==> config.mk <==
export PLATFORM = sky130hd
export DESIGN_NAME = fxa_queue
export DESIGN_NICKNAME = d
export VERILOG_FILES = /design/src/sv/fxa_pkg.sv /design/src/sv/fxa_queue.sv
export SDC_FILE = /design/constraint.sdc
export NUM_CORES = 1
export LEC_CHECK = 0
export ABC_CLOCK_PERIOD_IN_PS = 5010
export BUFFER_PORTS_ARGS = -buffer_cell sky130_fd_sc_hd__buf_2
export CAP_MARGIN = 25
export CORE_UTILIZATION = 43
export DETAILED_ROUTE_END_ITERATION = 8
export PLACE_DENSITY = 0.7
export SLEW_MARGIN = 20
export SYNTH_ARGS = -nofsm -noshare
export SYNTH_HDL_FRONTEND = slang
export SYNTH_SLANG_ARGS = --single-unit
==> constraint.sdc <==
create_clock -name clock -period 5.01 [get_ports clock]
set_input_delay 1.002 -clock clock [delete_from_list [all_inputs] [get_ports clock]]
set_output_delay 1.002 -clock clock [all_outputs]
set_load 0.005 [all_outputs]
==> src/sv/fxa_pkg.sv <==
// ----------------------------------------------------------------------------
// fxa_pkg
// types and constants shared by the q24.8 fixed-point alu
// ----------------------------------------------------------------------------
package fxa_pkg;

   localparam int WW  = 32;          // word width
   localparam int FB  = 8;           // fraction bits
   localparam int NW  = WW + FB;     // dividend width after scaling
   localparam int QW  = NW;          // quotient bits, one per divider stage
   localparam int PW  = 2 * WW;      // product width
   localparam int QSW = PW - FB + 1; // width of the rounded magnitude

   localparam logic signed [WW-1:0] MAXV = {1'b0, {(WW-1){1'b1}}};
   localparam logic signed [WW-1:0] MINV = {1'b1, {(WW-1){1'b0}}};
   localparam logic signed [WW-1:0] ONE  = WW'(1) << FB;

   typedef enum logic [3:0] {
      ACT_ADD      = 4'd0,
      ACT_SUB      = 4'd1,
      ACT_MUL      = 4'd2,
      ACT_DIV      = 4'd3,
      ACT_MIN      = 4'd4,
      ACT_MAX      = 4'd5,
      ACT_INC      = 4'd6,
      ACT_DEC      = 4'd7,
      ACT_TO_INT   = 4'd8,
      ACT_FROM_INT = 4'd9
   } act_type;

   typedef enum logic [1:0] {
      KIND_SIMPLE = 2'd0,
      KIND_MUL    = 2'd1,
      KIND_DIV    = 2'd2
   } kind_type;

   typedef struct packed {
      logic [3:0]           action;
      logic signed [WW-1:0] operand_a;
      logic signed [WW-1:0] operand_b;
   } req_type;

   typedef struct packed {
      logic signed [WW-1:0] result;
      logic                 a_less;
      logic                 a_greater;
      logic                 a_equal;
      logic                 overflow;
      logic                 divide_by_zero;
   } rsp_type;

   // one queued word: classified item with its ready-made simple answer
   typedef struct packed {
      kind_type    kind;
      logic        neg;
      logic [WW-1:0] mag_a;
      logic [WW-1:0] mag_b;
      rsp_type     simple;
   } work_type;

endpackage

==> src/sv/fxa_queue.sv <==
// ----------------------------------------------------------------------------
// fxa_queue
// short fifo of classified words between front and back
// ----------------------------------------------------------------------------
module fxa_queue
   import fxa_pkg::*;
(
   input  logic     clock,
   input  logic     reset,
   input  logic     push,
   input  work_type push_word,
   input  logic     pop,
   output work_type head,
   output logic     empty,
   output logic     full
);

   localparam int DEPTH = 4;
   localparam int AW    = $clog2(DEPTH);

   work_type       mem_ff [DEPTH];
   logic [AW-1:0]  wr_ff, wr_in;
   logic [AW-1:0]  rd_ff, rd_in;
   logic [AW:0]    cnt_ff, cnt_in;
   logic           do_push;
   logic           do_pop;

   assign empty   = cnt_ff == '0;
   assign full    = cnt_ff == (AW+1)'(DEPTH);
   assign do_push = push && !full;
   assign do_pop  = pop && !empty;
   assign head    = mem_ff[rd_ff];

   always_comb begin
      wr_in  = do_push ? wr_ff + 1'b1 : wr_ff;
      rd_in  = do_pop ? rd_ff + 1'b1 : rd_ff;
      cnt_in = cnt_ff + (AW+1)'(do_push) - (AW+1)'(do_pop);
   end

   always_ff @(posedge clock) begin
      if (do_push) begin
         mem_ff[wr_ff] <= push_word;
      end
   end

   always_ff @(posedge clock) begin
      if (reset) begin
         wr_ff  <= '0;
         rd_ff  <= '0;
         cnt_ff <= '0;
      end else begin
         wr_ff  <= wr_in;
         rd_ff  <= rd_in;
         cnt_ff <= cnt_in;
      end
   end

endmodule

==> flow_metrics.env <==
export IMPL_critical_path_arrival_ns=2.44
export IMPL_cts_made_buffers=44
export IMPL_dieHeight_um=192
export IMPL_startpoint_type="flop"
export IMPL_synth_area_sq_um=15500
export IMPL_crit_family="buffers and inverters"
export IMPL_grt_pass1_wl_mm=41.4
export IMPL_vias=6937
export IMPL_final_common_cell="edfxtp_1"
export IMPL_crit_chain="buf_4 -> mux4_2 -> buf_2"
export IMPL_syn_inst=595
export IMPL_hold_buffers=0
export IMPL_yosysTopAreaCell="edfxtp_1"
export IMPL_slowest_stage="mux4_2"
export IMPL_finalWirelength_mm=27.8
export IMPL_ctsLongestPathBuffers=3
export IMPL_avgRoutedWirePerCell_um=20.8
export IMPL_status="finished, final reports clean"
export IMPL_path_buf_inv=2
export IMPL_syn_avg_cell_area_sq_um=26.0
export IMPL_io_pin_count=214
export IMPL_ir_drop_v=0.000357
export IMPL_fin_crit_sh=0.687
export IMPL_dieArea_sq_um=36800
export IMPL_final_nets=955
export IMPL_layout_drive_gt1_share=0.455
export IMPL_layout_common_cells="edfxtp_1 (416), buf_2 (213), mux4_2 (104), clkbuf_16 (45)"
export IMPL_rr_worst_depth=10
export IMPL_cp_depth=3
export IMPL_skew_ns=0.0108
export IMPL_antenna_left=0
export IMPL_worst_hold_path_num_cells=2
export IMPL_cp_end_kind="output port"
export IMPL_cts_resized=0
export IMPL_cpPeakStageDelay_ns=0.59
export IMPL_synth_nets=710
export IMPL_fin_crit_ns=3.44
export IMPL_finalInstanceArea_sq_um=18500
export IMPL_regToRegSetupSlack_ns=2.65
export IMPL_stdcell_count=1338
export IMPL_dp_cells=1255
export IMPL_synth_top_area_frac=0.806
export IMPL_dpl_instance_area_sq_um=17100
export IMPL_grt_pass1_vias=7144
export IMPL_clkLatencyLatePin_ns=0.56
export IMPL_hold_viol_final=0
export IMPL_grt_max_degree=63
export IMPL_synth_top_cells_by_area="edfxtp_1 (81%), mux4_2 (15%), dfxtp_1 (1.2%)"
export IMPL_synth_seq_area_share=0.818
export IMPL_synth_distinct_cells=24
export IMPL_drt_pass1_iterations=4
export IMPL_worst_pin_slew_ns=0.689
export IMPL_h_tree_depth=2
export IMPL_post_drt_via_cell_ratio=5.18
export IMPL_yosysWarnings=0
export IMPL_slew_headroom=0.541
export IMPL_port_buffers=213
export IMPL_area_growth_pct=19.3
export IMPL_setup_viol=0
export IMPL_cts_root_buffer="clkbuf_16"
export IMPL_clk_pin_slew_worst_paths_ns=0.06
export IMPL_gp_congestion=0.710
export IMPL_cts_setup_buffers=0
export IMPL_critical_path_class="reg2out"
export IMPL_path_max_fanout=30
export IMPL_core_area_sq_um=35500
export IMPL_cap_viol_max_count=0
export IMPL_overflow=0
export IMPL_clock_sinks=425
export IMPL_hp_class="reg2reg"
export IMPL_rows=69
export IMPL_drv_slew=0
export IMPL_max_freq_mhz=290
export IMPL_drtIter0Drc=387
export IMPL_drc=0
export IMPL_hpwl_mm=16.5
export IMPL_tns_ns=0
export IMPL_cts_tree="done"
export IMPL_start_util=0.437
export IMPL_die_w_um=192
export IMPL_required_ns=4.01
export IMPL_ys_seq_elements=425
export IMPL_power_leakage_uw=0.00615
export IMPL_rsz0062_at_grt="no"
export IMPL_cellPowerDensity_nw_per_um2=498
export IMPL_antenna_found_initial=5
export IMPL_grt_total_usage=0.152
[logic make-up (layout without fill, tap and decap cells)]
| group | count (synthesis) | count (layout) | share of synthesized area |
|---|---|---|---|
| buffers and inverters | 33 | 314 | 0.0145 |
| other | 0 | 1 | 0 |
| AO/OA/AOI/OAI | 5 | 5 | 0.00178 |
| flip-flops | 425 | 425 | 0.818 |
| XOR/XNOR | 3 | 3 | 0.00170 |
| adder cells (fa/ha/maj) | 7 | 7 | 0.00614 |
| AND/OR/NAND/NOR | 17 | 17 | 0.00606 |
| multiplexers | 105 | 105 | 0.152 |
[report_power, final]
group          internal [uW]  leakage, uW  switching, uW
sequential              4270      0.00389            127
clock                   1720     0.000661           1310
combinational            931      0.00161            838
[synth_stat cells]
| library cell | number |
|---|---|
| a21oi_1 | 2 |
| and2_1 | 4 |
| buf_2 | 11 |
| buf_6 | 1 |
| buf_8 | 7 |
| clkbuf_1 | 6 |
| dfxtp_1 | 9 |
| edfxtp_1 | 416 |
| fa_1 | 1 |
| ha_1 | 6 |
| inv_1 | 8 |
| mux2i_1 | 1 |
| mux4_2 | 104 |
| nand2_1 | 1 |
| nand2b_1 | 2 |
| nor2_1 | 4 |
| nor2b_1 | 2 |
| nor3_1 | 1 |
| nor3b_1 | 1 |
| o21ai_0 | 2 |
| o31ai_1 | 1 |
| or3_1 | 2 |
| xnor2_1 | 2 |
| xor2_1 | 1 |
[worst reg2reg max path, cell delays in order (launching register included)]
cell and delay, ns:
dfxtp_1 0.42, nor3b_1 0.12, nor2_1 0.31, inv_1 0.08, ha_1 0.28, inv_1 0.04, ha_1 0.19, fa_1 0.41
xnor2_1 0.20, xnor2_1 0.15, nor2_1 0.05
[layer usage]
layer / wire, um / up-vias / track usage
li1: - / 3049 / -
met1: 11800 / 3616 / 0.205
met2: 13300 / 227 / 0.236
met3: 2330 / 39 / 0.0508
met4: 434 / 6 / 0.0409
met5: 26 / - / 0
[per-stage QoR]
step / hold WS, ns / setup slack, ns / power, uW / utilization
global placement: 0.462 / 2.09 / 6270 / 0.482
global route: 0.539 / 1.35 / 9630 / 0.521
floorplan: 0.459 / 0.803 / 5630 / -
detailed placement: 0.474 / 2.01 / 6300 / 0.482
CTS: 0.487 / 1.46 / 9350 / 0.521
finish: 0.505 / 1.57 / 9200 / 0.521
[final timing paths]
check                           startpoint        end
worst min-delay path              rd_ff[1]       flop
worst max register to register   cnt_ff[1]  cnt_ff[2]
worst min register to register    rd_ff[1]       flop
worst max-delay path                  flop   head[77]
[area by class of cell]
| cell class | instances | area, sq um |
|---|---|---|
| multi-input combinational | 137 | 2610 |
| inverter | 8 | 30.0 |
| timing repair buffer | 224 | 1220 |
| clock inverter | 27 | 204 |
| fill | 2726 | 17000 |
| clock buffer | 55 | 1160 |
| sequential | 425 | 12700 |
| antenna | 1 | 2.50 |
| tap | 461 | 577 |
[flip-flops by register name, summed over array words and instances, names as in the netlist, named ones only]
register / flops
mem_ff: 416
rd_ff: 2
wr_ff: 2
cnt_ff: 3
Note: power is estimated with default switching activity, not from simulation.
